**src/rtl/ssi_pkg.sv**
```systemverilog
// ----------------------------------------------------------------------------
// ssi_pkg
// Shared constants and types of the streaming Simpson integrator.
// ----------------------------------------------------------------------------
package ssi_pkg;

  // defaults for the top-level parameters
  localparam int MAX_POINTS_DEF   = 4096;
  localparam int SAMPLE_BITS_DEF  = 24;

  // fixed field widths
  localparam int AREA_BITS        = 56;
  localparam int CFG_BITS         = 32;

  // cell width after reset: 1.0 in Q16.16
  localparam logic [CFG_BITS-1:0] CELL_WIDTH_RESET = 32'h0001_0000;

  // depth of the queue between front and back
  localparam int QUEUE_DEPTH      = 4;

  // bits retired per stage of the divide-by-three pipeline
  localparam int DIGIT_BITS       = 8;

  // how a finished series is to be turned into a result word
  typedef struct packed {
    logic force_zero;  // area is zero, no arithmetic
    logic force_ovf;   // overflow flag for a forced result
  } ssi_flags_t;

  localparam int FLAGS_BITS = $bits(ssi_flags_t);

endpackage

```
**src/rtl/ssi_fifo.sv**
```systemverilog
// ----------------------------------------------------------------------------
// ssi_fifo
// Small register queue that decouples the accumulator from the scaling pipe.
// ----------------------------------------------------------------------------
module ssi_fifo #(
  parameter int WIDTH = 8,
  parameter int DEPTH = ssi_pkg::QUEUE_DEPTH
) (
  input  logic             clk,
  input  logic             rst_n,
  input  logic             push,
  input  logic [WIDTH-1:0] din,
  input  logic             pop,
  output logic [WIDTH-1:0] dout,
  output logic             not_empty,
  output logic             full
);
  import ssi_pkg::*;

  localparam int PTR_W = (DEPTH > 1) ? $clog2(DEPTH) : 1;
  localparam int CNT_W = $clog2(DEPTH + 1);

  logic [WIDTH-1:0] mem_r [DEPTH];
  logic [PTR_W-1:0] wr_r, wr_nxt;
  logic [PTR_W-1:0] rd_r, rd_nxt;
  logic [CNT_W-1:0] cnt_r, cnt_nxt;
  logic             do_push, do_pop;

  assign not_empty = (cnt_r != '0);
  assign full      = (cnt_r == CNT_W'(DEPTH));
  assign do_push   = push & ~full;
  assign do_pop    = pop & not_empty;
  assign dout      = mem_r[rd_r];

  // pointer and fill bookkeeping
  always_comb begin
    wr_nxt  = wr_r;
    rd_nxt  = rd_r;
    cnt_nxt = cnt_r;
    if (do_push) begin
      wr_nxt = (wr_r == PTR_W'(DEPTH - 1)) ? '0 : wr_r + PTR_W'(1);
    end
    if (do_pop) begin
      rd_nxt = (rd_r == PTR_W'(DEPTH - 1)) ? '0 : rd_r + PTR_W'(1);
    end
    if (do_push && !do_pop) begin
      cnt_nxt = cnt_r + CNT_W'(1);
    end else if (do_pop && !do_push) begin
      cnt_nxt = cnt_r - CNT_W'(1);
    end
  end

  always_ff @(posedge clk) begin
    if (!rst_n) begin
      wr_r  <= '0;
      rd_r  <= '0;
      cnt_r <= '0;
    end else begin
      wr_r  <= wr_nxt;
      rd_r  <= rd_nxt;
      cnt_r <= cnt_nxt;
    end
  end

  // entry storage
  always_ff @(posedge clk) begin
    if (do_push) begin
      mem_r[wr_r] <= din;
    end
  end

endmodule

```
**config.mk**
```make
export PLATFORM = sky130hd
export DESIGN_NAME = ssi_fifo
export DESIGN_NICKNAME = d
export VERILOG_FILES = /design/src/rtl/ssi_pkg.sv /design/src/rtl/ssi_fifo.sv
export SDC_FILE = /design/constraint.sdc
export NUM_CORES = 1
export LEC_CHECK = 0
export ABC_CLOCK_PERIOD_IN_PS = 3890
export BUFFER_PORTS_ARGS = -buffer_cell sky130_fd_sc_hd__clkbuf_2
export CORE_UTILIZATION = 55
export DETAILED_ROUTE_END_ITERATION = 10
export PLACE_DENSITY = 0.77
export SLEW_MARGIN = 20
export SYNTH_ARGS = -nofsm -noshare
export SYNTH_HDL_FRONTEND = slang
export SYNTH_SLANG_ARGS = --single-unit
```
**constraint.sdc**
```tcl
create_clock -name clk -period 3.89 [get_ports clk]
set_input_delay 0 -clock clk [delete_from_list [all_inputs] [get_ports clk]]
set_output_delay 0 -clock clk [all_outputs]
set_load 0.005 [all_outputs]
```
==> reports/qor.csv <==
stage,metric,value,unit
layout,layout cell share with drive strength beyond 1,30.95,%
floorplanning,core area,0.002781,mm2
sta,part of the cycle the worst path needs,63.52,%
global_route,number of global-route vias before repair,865,
sta,Sum Neg Setup Slack,0,ns
routing,1st-iter DRT viols,21,
setup_path,Worst path top cell family by delay,compound AO/OA/AOI/OAI gates,
setup_path,WP buf/inv,1,
routing,Residual DRC,0,
setup_path,Crit Path Class,reg -> reg,
setup_path,critical path required time,4.16,ns
cts,cts repair resizes,0,
layout,Final Util,68.65,%
cts,Skew-Pair Late Insertion Delay,0.34,ns
yosys,Synth Net Count,112,
routing,detailed-route via count,844,
sta,Finish-stage setup viols,0,
global_route,initial antenna violation count,0,
yosys,YS warnings,0,
floorplanning,I/O Pins,22,
cts,clock transition at the registers of the reported paths,0.11,ns
yosys,cell count after synthesis,93,
yosys,Mean Syn Cell Area,17.56,um2
yosys,compound-gate portion of the synthesized area,1.839,%
setup_path,crit-path cells,o31ai_1 -> ha_1 -> inv_1 -> fa_1 -> xor2_1 -> or3_2 -> a21boi_0,
setup_path,Crit. End Element,flop,
floorplanning,die area,0.003191,mm2
cts,CTS Buffer Depth,2,
sta,Achievable Freq,0.4047,GHz
routing,"antenna viol nets, final",0,
global_route,largest net degree at the start of global routing,13,
setup_path,CP max stage delay,0.54,ns
sta,count of pins over their slew limit,0,
floorplanning,# rows,19,
layout,final net count,144,
pwr,VDD IR-drop max,528.1,uV
cts,Num CTS Buffers,5,
hold_path,Worst Hold Class,in -> reg,
routing,Via-to-Cell Ratio,5.376,
placed_design,PortBufs,21,
routing,DR pass1 iterations,4,
yosys,Synth Area in Simple Gates,6.743,%
global_route,first-pass GRT wire length,4050,um
setup_path,CP startpoint kind,flop,
yosys,synthesized area,0.001633,mm2
global_route,GRT Overall Usage,18.30,%
cts,cts hold-fix bufs,8,
sta,min Tclk post-route,2.471,ns
cts,CTS Sinks,41,
setup_path,worst-path maximum fanout,5,
sta,Slew @ Worst Pin,0.5549,ns
setup_path,CP arrival,2.74,ns
sta,"Hold Vio Cnt, Final",0,
yosys,"flops & latches, synth",41,
outcome,status,"complete, no violations",
routing,drt wl/cell,16.22,um
sta,skew final,0.003458,ns
pwr,Pwr Density,576.5,mW/mm2
layout,P&R area growth vs syn,16.93,%
placed_design,Post-DP HPWL,1732,um
yosys,synth unique cells,23,
floorplanning,Die Height,56.49,um
routing,final WL,2546,um
global_route,GR Overflow Total,0,
sta,RSZ-0062 raised after global routing,no,
setup_path,slowest cell on the critical path,o31ai_1,
cts,CTS tree,yes,
pwr,P_leak,0.7132,nW
cts,CTS H-tree depth,2,
yosys,largest family of logic cells by synthesized area,multiplexers,
placed_design,routability cong.,0.6877,
floorplanning,Die Span X,56.49,um
layout,Antenna diodes,0,
yosys,mux contribution to synthesized area,12.87,%
floorplanning,Initial Util,58.70,%
yosys,Synth Area in Adders,5.824,%
yosys,register area share after synthesis,69.89,%
sta,Relative slew margins,62.69,%
cts,post-CTS setup buffers,0,
yosys,Post-Synth XOR/XNOR Area,1.073,%
cts,root buf cell,clkbuf_4,
flow_run,MaxCap Viol Count,0,
## metrics by stage
step	hold slack (ns)	std cells	power (mW)	area [um2]	worst slack [ns]
floorplan	0.09887	93	0.7794	1633	1.673
global placement	0.2134	141	0.8602	1759	1.564
detailed placement	0.2224	141	0.8775	1759	1.458
CTS	0.005758	157	1.115	1909	1.432
global route	0.01193	157	1.165	1909	1.248
finish	0.02115	157	1.101	1909	1.419
## power by group
part,internal (mW),leakage [nW],switching (mW),total [mW]
clock,0.105,0.0413,0.127,0.232
combinational,0.155,0.305,0.117,0.272
sequential,0.539,0.367,0.0583,0.597
total,0.798,0.713,0.302,1.10
## final cells by class
type                            count  area [um2]
Tap cell                           31       38.79
Clock buffer                        7       65.06
Clock inverter                      1       5.005
Timing Repair Buffer               29       185.2
Fill cell                         188       872.1
Sequential cell                    41        1141
Multi-Input combinational cell     45       462.9
Inverter                            3       11.26
## cells in the final DEF (no fill, tap or decap), drive strengths merged
| cell type | instances |
|---|---|
| dfxtp | 9 |
| xor2 | 1 |
| ha | 6 |
| nand3 | 2 |
| clkbuf | 28 |
| xnor2 | 1 |
| fa | 1 |
| nand2 | 6 |
| dlygate4sd3 | 8 |
| o21ai | 3 |
| inv | 3 |
| and2 | 5 |
| nor2 | 2 |
| nor3b | 1 |
| edfxtp | 32 |
| or3 | 2 |
| nor2b | 2 |
| o31ai | 1 |
| a21boi | 1 |
| mux2i | 3 |
| clkinv | 1 |
| mux4 | 8 |
## logic make-up after synthesis
kind of cell | after synthesis
AND/OR/NAND/NOR | 20
buffers and inverters | 7
adder cells (fa/ha/maj) | 7
multiplexers | 11
AO/OA/AOI/OAI | 5
XOR/XNOR | 2
flip-flops | 41
## worst register-to-register path, cell delays in order (launching register included)
cell and delay (ns):
dfxtp_1 0.39, o31ai_1 0.54, ha_1 0.30, inv_1 0.07, fa_1 0.37, xor2_1 0.17, or3_2 0.40, a21boi_0 0.17
## synth_stat cells (all sizes together)
cell / instances / area (um2)
a21boi: 1 / 7.510
and2: 5 / 31.28
buf: 3 / 13.76
clkbuf: 1 / 3.750
dfxtp: 9 / 180.2
edfxtp: 32 / 960.9
fa: 1 / 20.02
ha: 6 / 75.07
inv: 3 / 11.26
mux2i: 3 / 30.03
mux4: 8 / 180.2
nand2: 6 / 22.52
nand3: 2 / 10.01
nor2: 2 / 7.510
nor2b: 2 / 12.51
nor3b: 1 / 12.51
o21ai: 3 / 15.01
o31ai: 1 / 7.510
or3: 2 / 13.77
xnor2: 1 / 8.760
xor2: 1 / 8.760
## metal layers
layer / part of all wire, % / track usage (%)
met5: 0 / 0
met4: 0.71 / 7.317
met2: 49 / 29.58
met3: 4.6 / 6.912
met1: 45 / 22.22
## worst paths after layout
kind	start	depth (start not counted)	slack, ns	end
max	cnt_r[1]	7	1.42	cnt_r[2]
min	rst_n	2	0.02	cnt_r[2]
max reg2reg	cnt_r[1]	7	1.42	cnt_r[2]
min reg2reg	wr_r[1]	2	0.52	wr_r[1]
## registers in the layout (all words and copies together), names as in the netlist, named ones only
| signal | cells |
|---|---|
| wr_r | 2 |
| cnt_r | 3 |
| rd_r | 2 |
| mem_r | 32 |
Power figures use the tool's default switching activity.
