File: src/rtl/ssi_pkg.sv
// ----------------------------------------------------------------------------
// ssi_pkg
// Shared constants and types of the streaming Simpson integrator.
// ----------------------------------------------------------------------------
package ssi_pkg;

  // defaults for the top-level parameters
  localparam int MAX_POINTS_DEF   = 4096;
  localparam int SAMPLE_BITS_DEF  = 24;

  // fixed field widths
  localparam int AREA_BITS        = 56;
  localparam int CFG_BITS         = 32;

  // cell width after reset: 1.0 in Q16.16
  localparam logic [CFG_BITS-1:0] CELL_WIDTH_RESET = 32'h0001_0000;

  // depth of the queue between front and back
  localparam int QUEUE_DEPTH      = 4;

  // bits retired per stage of the divide-by-three pipeline
  localparam int DIGIT_BITS       = 8;

  // how a finished series is to be turned into a result word
  typedef struct packed {
    logic force_zero;  // area is zero, no arithmetic
    logic force_ovf;   // overflow flag for a forced result
  } ssi_flags_t;

  localparam int FLAGS_BITS = $bits(ssi_flags_t);

endpackage

File: src/rtl/ssi_front.sv
// ----------------------------------------------------------------------------
// ssi_front
// Accepts samples, keeps the running Simpson weighted sum and, on the last
// sample of a series, classifies it and hands the closing terms to the queue.
// ----------------------------------------------------------------------------
module ssi_front #(
  parameter int MAX_POINTS  = ssi_pkg::MAX_POINTS_DEF,
  parameter int SAMPLE_BITS = ssi_pkg::SAMPLE_BITS_DEF
) (
  input  logic                                                   clk,
  input  logic                                                   rst_n,
  input  logic                                                   take,
  input  logic signed [SAMPLE_BITS-1:0]                          sample,
  input  logic                                                   last,
  output logic                                                   push,
  output logic signed [SAMPLE_BITS+$clog2(MAX_POINTS)+3:0]       acc,
  output logic signed [SAMPLE_BITS:0]                            trap,
  output ssi_pkg::ssi_flags_t                                    flags
);
  import ssi_pkg::*;

  localparam int ACC_W  = SAMPLE_BITS + $clog2(MAX_POINTS) + 3;
  localparam int TRAP_W = SAMPLE_BITS + 1;
  localparam int IDX_W  = $clog2(MAX_POINTS + 1);

  logic signed [ACC_W-1:0]       ws_r, ws_nxt;
  logic signed [SAMPLE_BITS-1:0] prev_r, prev_nxt;
  logic [IDX_W-1:0]              idx_r, idx_nxt;
  logic                          exc_r, exc_nxt;

  logic                          full;
  logic signed [ACC_W-1:0]       y_ext;
  logic signed [ACC_W-1:0]       term;

  assign full  = (idx_r == IDX_W'(MAX_POINTS));
  assign y_ext = ACC_W'(sample);

  // weight 1 for the first sample, then 4 and 2 in turn
  always_comb begin
    if (idx_r == '0) begin
      term = y_ext;
    end else if (idx_r[0]) begin
      term = y_ext <<< 2;
    end else begin
      term = y_ext <<< 1;
    end
  end

  // closing terms of the series
  always_comb begin
    if (idx_r[0]) begin
      acc  = (ACC_W+1)'(ws_r) - (ACC_W+1)'(prev_r);
      trap = TRAP_W'(prev_r) + TRAP_W'(sample);
    end else begin
      acc  = (ACC_W+1)'(ws_r) + (ACC_W+1)'(sample);
      trap = '0;
    end
    flags.force_ovf  = exc_r | full;
    flags.force_zero = exc_r | full | (idx_r == '0);
  end

  assign push = take & last;

  // series state update
  always_comb begin
    ws_nxt   = ws_r;
    prev_nxt = prev_r;
    idx_nxt  = idx_r;
    exc_nxt  = exc_r;
    if (take) begin
      if (last) begin
        ws_nxt   = '0;
        prev_nxt = '0;
        idx_nxt  = '0;
        exc_nxt  = 1'b0;
      end else if (full) begin
        exc_nxt  = 1'b1;
      end else begin
        ws_nxt   = ws_r + term;
        prev_nxt = sample;
        idx_nxt  = idx_r + IDX_W'(1);
      end
    end
  end

  always_ff @(posedge clk) begin
    if (!rst_n) begin
      ws_r   <= '0;
      prev_r <= '0;
      idx_r  <= '0;
      exc_r  <= 1'b0;
    end else begin
      ws_r   <= ws_nxt;
      prev_r <= prev_nxt;
      idx_r  <= idx_nxt;
      exc_r  <= exc_nxt;
    end
  end

endmodule

File: config.mk
export PLATFORM = sky130hd
export DESIGN_NAME = ssi_front
export DESIGN_NICKNAME = d
export VERILOG_FILES = /design/src/rtl/ssi_pkg.sv /design/src/rtl/ssi_front.sv
export SDC_FILE = /design/constraint.sdc
export NUM_CORES = 1
export LEC_CHECK = 0
export ABC_AREA = 1
export CAP_MARGIN = 10
export CORE_UTILIZATION = 41
export CTS_BUF_LIST = sky130_fd_sc_hd__clkbuf_8
export DETAILED_ROUTE_END_ITERATION = 10
export DONT_BUFFER_PORTS = 1
export PLACE_DENSITY = 0.59
export SLEW_MARGIN = 20
export SYNTH_ARGS = -nofsm -noshare
export SYNTH_HDL_FRONTEND = slang
export SYNTH_SLANG_ARGS = --single-unit
File: constraint.sdc
create_clock -name clk -period 5.13 [get_ports clk]
set_clock_uncertainty 0.15 [all_clocks]
set_input_delay 0 -clock clk [delete_from_list [all_inputs] [get_ports clk]]
set_output_delay 0 -clock clk [all_outputs]
set_load 0.1 [all_outputs]
==> results.rst <==
.. list-table::
   :header-rows: 1

   * - Metric
     - Value
   * - DIE HEIGHT
     - roughly 170 um
   * - GR Layer Usage met3
     - 0.0367
   * - Critical path class
     - primary input to output port
   * - Cell area after layout
     - 0.0130 mm^2
   * - Max Cap Viol
     - 0
   * - Required time at the endpoint of the critical path
     - roughly 5.0 ns
   * - Final standard cell count with taps included and fillers excluded
     - around 2500
   * - Global-route usage over all layers
     - 0.299
   * - Half-perimeter wire length after detailed placement
     - between 30000 and 40000 um
   * - Via count
     - ~13000
   * - Die width
     - between 150 and 200 um
   * - Critical path launch point
     - sample[0]
   * - Post-synth net total
     - roughly 2200
   * - Length of the first detailed-routing pass in iterations
     - 6
   * - Number of warning messages in the yosys log
     - 0
   * - Combinational family with the most area after synthesis
     - simple AND/OR/NAND/NOR gates
   * - Count of antenna-violating nets left after detailed routing
     - 0
   * - Startpoint of the worst hold path
     - sample[22]
   * - Static leakage power
     - 0.00639 uW
   * - FILL cells
     - about 3100
   * - Finish-stage setup viols
     - 0
   * - Slew at the pin closest to its max-slew limit
     - around 1.2 ns
   * - Residual DRC
     - 0
   * - Area growth syn-to-layout
     - 13.5%
   * - Post-placement cell area
     - approximately 0.012 mm^2
   * - Share of synthesized registers carrying an async set or reset
     - 0
   * - Xor/xnor cell area share of the yosys netlist
     - 0.0391
   * - Number of endpoints with negative hold slack in the final report
     - 0
   * - Worst endpoint data arrival time
     - 4.26 ns
   * - Post-route setup TNS
     - 0 ns
   * - Post-synthesis simple-gate area fraction
     - 0.395
   * - Worst min path class
     - primary input to flop
   * - Proportion of synthesized chip area in sequential cells
     - 0.135
   * - Initial antenna violation count
     - 0
   * - Clock buffers created by TritonCTS
     - 9
   * - Number of standard cells after synthesis
     - between 2000 and 2500
   * - Die Area
     - ~0.029 mm^2
   * - Rows
     - 60
   * - Startpoint of the most critical register-to-register path
     - idx_r[0]
   * - Clk buf depth
     - 2
   * - Core Region
     - 0.0272 mm^2
   * - Layout cells sized above 1
     - 0.0730
   * - Yosys top cell area share
     - 0.213
   * - Pwr per Cell Area
     - 269 mW/mm^2
   * - Top cells by area in the synthesized netlist
     - sky130_fd_sc_hd__nand2_1 (21%), sky130_fd_sc_hd__dfxtp_1 (13%), sky130_fd_sc_hd__ha_1 (12%), sky130_fd_sc_hd__inv_1 (9.6%), sky130_fd_sc_hd__a21oi_1 (8.3%)
   * - Number of cells after detailed placement
     - 2437
   * - Vias in the first global route
     - between 10000 and 15000
   * - Post-synthesis area per instance
     - approximately 5.5 um^2
   * - Max IR drop VDD
     - 0.000279 V
   * - Post-synthesis share of cell area spent on full adders, half adders and majority gates
     - 0.121
   * - CTS H-Tree Depth
     - 3
   * - Antenna cell count
     - 0
   * - Headroom to the max-slew limit
     - 0.207
   * - Type of element capturing the critical path
     - output port
   * - Fraction of met2 tracks used by global routing
     - 0.529
   * - Fraction of the cycle the final worst path needs
     - 0.860
   * - Mux share of post-synthesis cell area
     - 0.00175
   * - Source-to-sink clock delay at the later pin of the worst-skew pair
     - ~0.42 ns
   * - Vias per cell
     - roughly 5.3
   * - Count of input and output buffers
     - 0
   * - Cell type contributing the most total cell area after synthesis
     - sky130_fd_sc_hd__nand2_1
   * - Pin count of the biggest net entering global routing
     - 64
   * - Cts repair resizes
     - 0
   * - Root cell of the clock tree
     - sky130_fd_sc_hd__clkbuf_8
   * - Synth Cell Area
     - 0.0114 mm^2
   * - Top-level port count
     - between 90 and 100
   * - Global Route met1 Usage
     - 0.372
   * - Gr busiest metal
     - met2
   * - Routed WL
     - 42100 um
   * - Unrepaired setup endpoints after global routing
     - false
   * - Compound-Gate Fraction of Synth Area
     - 0.189
   * - Count of flip-flops with a built-in enable after synthesis
     - 0
   * - Sink count of the clock tree
     - 77
   * - Drt initial violations
     - ~940
   * - Status
     - finished clean
   * - Wire length of the first global-routing pass
     - roughly 67000 um
   * - Top_reg_cell synth
     - sky130_fd_sc_hd__dfxtp_1
   * - Post-synthesis register bit count
     - 77
   * - Routed length per placed instance
     - ~17 um
   * - Max Freq
     - about 0.23 GHz
   * - TritonCTS clock tree
     - done
   * - RePlAce Congestion
     - roughly 0.93
   * - Number of max-slew violations in the final report
     - 0
   * - Period minus WS final
     - approximately 4.4 ns
   * - Number of nets in the finished design
     - approximately 2200
   * - Residual overflow from global routing
     - 0
   * - Number of distinct library cells after synthesis
     - between 50 and 60
   * - Initial standard-cell utilization of the core
     - 0.420
   * - Crit-path max FO
     - 6
   * - Clock Pin Slew Worst Setup and Hold Paths
     - 0.10 ns
   * - Crit start category
     - primary input
## Yosys cell counts, types with 3 or more instances
master / n
sky130_fd_sc_hd__a211oi_1: 3
sky130_fd_sc_hd__a21boi_0: 5
sky130_fd_sc_hd__a21o_1: 5
sky130_fd_sc_hd__a21oi_1: 189
sky130_fd_sc_hd__a31oi_1: 8
sky130_fd_sc_hd__and3_1: 5
sky130_fd_sc_hd__buf_2: 5
sky130_fd_sc_hd__buf_6: 7
sky130_fd_sc_hd__clkbuf_1: 28
sky130_fd_sc_hd__dfxtp_1: 77
sky130_fd_sc_hd__fa_1: 3
sky130_fd_sc_hd__ha_1: 106
sky130_fd_sc_hd__inv_1: 292
sky130_fd_sc_hd__inv_2: 7
sky130_fd_sc_hd__nand2_1: 648
sky130_fd_sc_hd__nand3_1: 116
sky130_fd_sc_hd__nand3b_1: 7
sky130_fd_sc_hd__nand4_1: 27
sky130_fd_sc_hd__nor2_1: 222
sky130_fd_sc_hd__nor3_1: 30
sky130_fd_sc_hd__o211ai_1: 23
sky130_fd_sc_hd__o21ai_0: 127
sky130_fd_sc_hd__o21bai_1: 18
sky130_fd_sc_hd__or2_2: 14
sky130_fd_sc_hd__xnor2_1: 10
sky130_fd_sc_hd__xor2_1: 41
## cells in the final DEF, fill, tap and decap left out, types with 6 or more instances in the layout
cell type and n:
sky130_fd_sc_hd__dlygate4sd3_1 28, sky130_fd_sc_hd__a21oi_1 177, sky130_fd_sc_hd__nand4_1 27, sky130_fd_sc_hd__a21oi_4 6, sky130_fd_sc_hd__ha_1 106, sky130_fd_sc_hd__xor2_1 17, sky130_fd_sc_hd__inv_1 291, sky130_fd_sc_hd__nand3b_1 7
sky130_fd_sc_hd__clkbuf_8 9, sky130_fd_sc_hd__nor2_1 212, sky130_fd_sc_hd__nor2_2 12, sky130_fd_sc_hd__xnor2_2 6, sky130_fd_sc_hd__inv_2 8, sky130_fd_sc_hd__o21bai_1 18, sky130_fd_sc_hd__buf_12 10, sky130_fd_sc_hd__dfxtp_1 76
sky130_fd_sc_hd__nand2_1 648, sky130_fd_sc_hd__a21oi_2 6, sky130_fd_sc_hd__nand3_1 116, sky130_fd_sc_hd__buf_4 35, sky130_fd_sc_hd__a31oi_1 8, sky130_fd_sc_hd__xor2_2 24, sky130_fd_sc_hd__nor3_1 30, sky130_fd_sc_hd__o21ai_0 127
sky130_fd_sc_hd__or2_2 14, sky130_fd_sc_hd__o211ai_1 23
## area by class of cell
class / count / area (um^2) / area share
multi-input cells: 1642 / 8880 / 0.684
inverters: 300 / 1130 / 0.0868
clock inverters: 7 / 67.6 / 0.00521
well taps: 372 / 465 / 0.0359
repair buffers: 74 / 768 / 0.0592
clock buffers: 9 / 124 / 0.00955
flip-flops and latches: 77 / 1540 / 0.119
## critical path, stage by stage
cell                            delay (ns)
sky130_fd_sc_hd__dlygate4sd3_1        0.58
sky130_fd_sc_hd__inv_2                0.13
sky130_fd_sc_hd__ha_1                 0.18
sky130_fd_sc_hd__nand2_1              0.10
sky130_fd_sc_hd__nor2_2               0.19
sky130_fd_sc_hd__nand2_2              0.09
sky130_fd_sc_hd__nor2_2               0.13
sky130_fd_sc_hd__inv_2                0.07
sky130_fd_sc_hd__nor2_4               0.16
sky130_fd_sc_hd__nor2_1               0.05
sky130_fd_sc_hd__o21ai_0              0.17
sky130_fd_sc_hd__o21ai_0              0.14
sky130_fd_sc_hd__ha_1                 0.47
sky130_fd_sc_hd__nand2_1              0.16
sky130_fd_sc_hd__nor2_1               0.20
sky130_fd_sc_hd__nand2_1              0.08
sky130_fd_sc_hd__o21ai_0              0.51
sky130_fd_sc_hd__nand3_1              0.14
sky130_fd_sc_hd__nand2_1              0.22
sky130_fd_sc_hd__nand2_1              0.11
sky130_fd_sc_hd__nand2_1              0.07
sky130_fd_sc_hd__nand2_1              0.04
sky130_fd_sc_hd__nand2_1              0.09
sky130_fd_sc_hd__buf_12               0.18
## cells by family (layout without fill, tap and decap cells)
| kind of cell | after synthesis | in the layout |
|---|---|---|
| mux | 2 | 2 |
| buf+inv | 343 | 390 |
| compound gates | 393 | 393 |
| simple gates | 1087 | 1087 |
| flops | 77 | 77 |
| fa+ha+maj | 109 | 109 |
| xor+xnor | 51 | 51 |
## per-stage QoR
stage	utilization	setup slack (ns)	hold WS [ns]	power [uW]
final	0.477	0.719	0.0208	3480
after global routing	0.477	0.244	0.0534	3670
after CTS	0.476	0.735	0.0138	3480
after detailed placement	0.459	0.993	-0.00251	2940
after global placement	0.458	1.02	-0.00733	2940
after floorplan	-	1.03	-0.0143	2340
## power breakdown
part           switching [uW]  leakage (uW)  internal (uW)
registers                44.8      0.000628            628
logic                    1700       0.00566            593
clock network             326     0.0000997            190
total                    2070       0.00639           1410
## state kept, by name (all words and copies together), names as in the netlist
register	count
exc_r	1
idx_r	13
prev_r	24
ws_r	39
## metal layers
metal | wire (um) | share of wire
met1 | 18700 | 0.44
met2 | 20000 | 0.47
met3 | 2120 | 0.050
met4 | 1330 | 0.031
met5 | 0 | 0
## what timing repair did
item                                   in CTS  in global routing
endpoints found under the hold margin      62                  0
setup buffers                               0                  0
hold buffers                               28                  0
## path summary, 6_finish.rpt
check,endpoint,slack (ns),depth (start not counted)
worst max-delay path,acc[38],0.72,24
worst min-delay path,ws_r[22],0.02,6
worst max register to register,ws_r[33],0.93,19
worst min register to register,prev_r[14],0.34,2
Note: power is estimated with default switching activity, not from simulation.
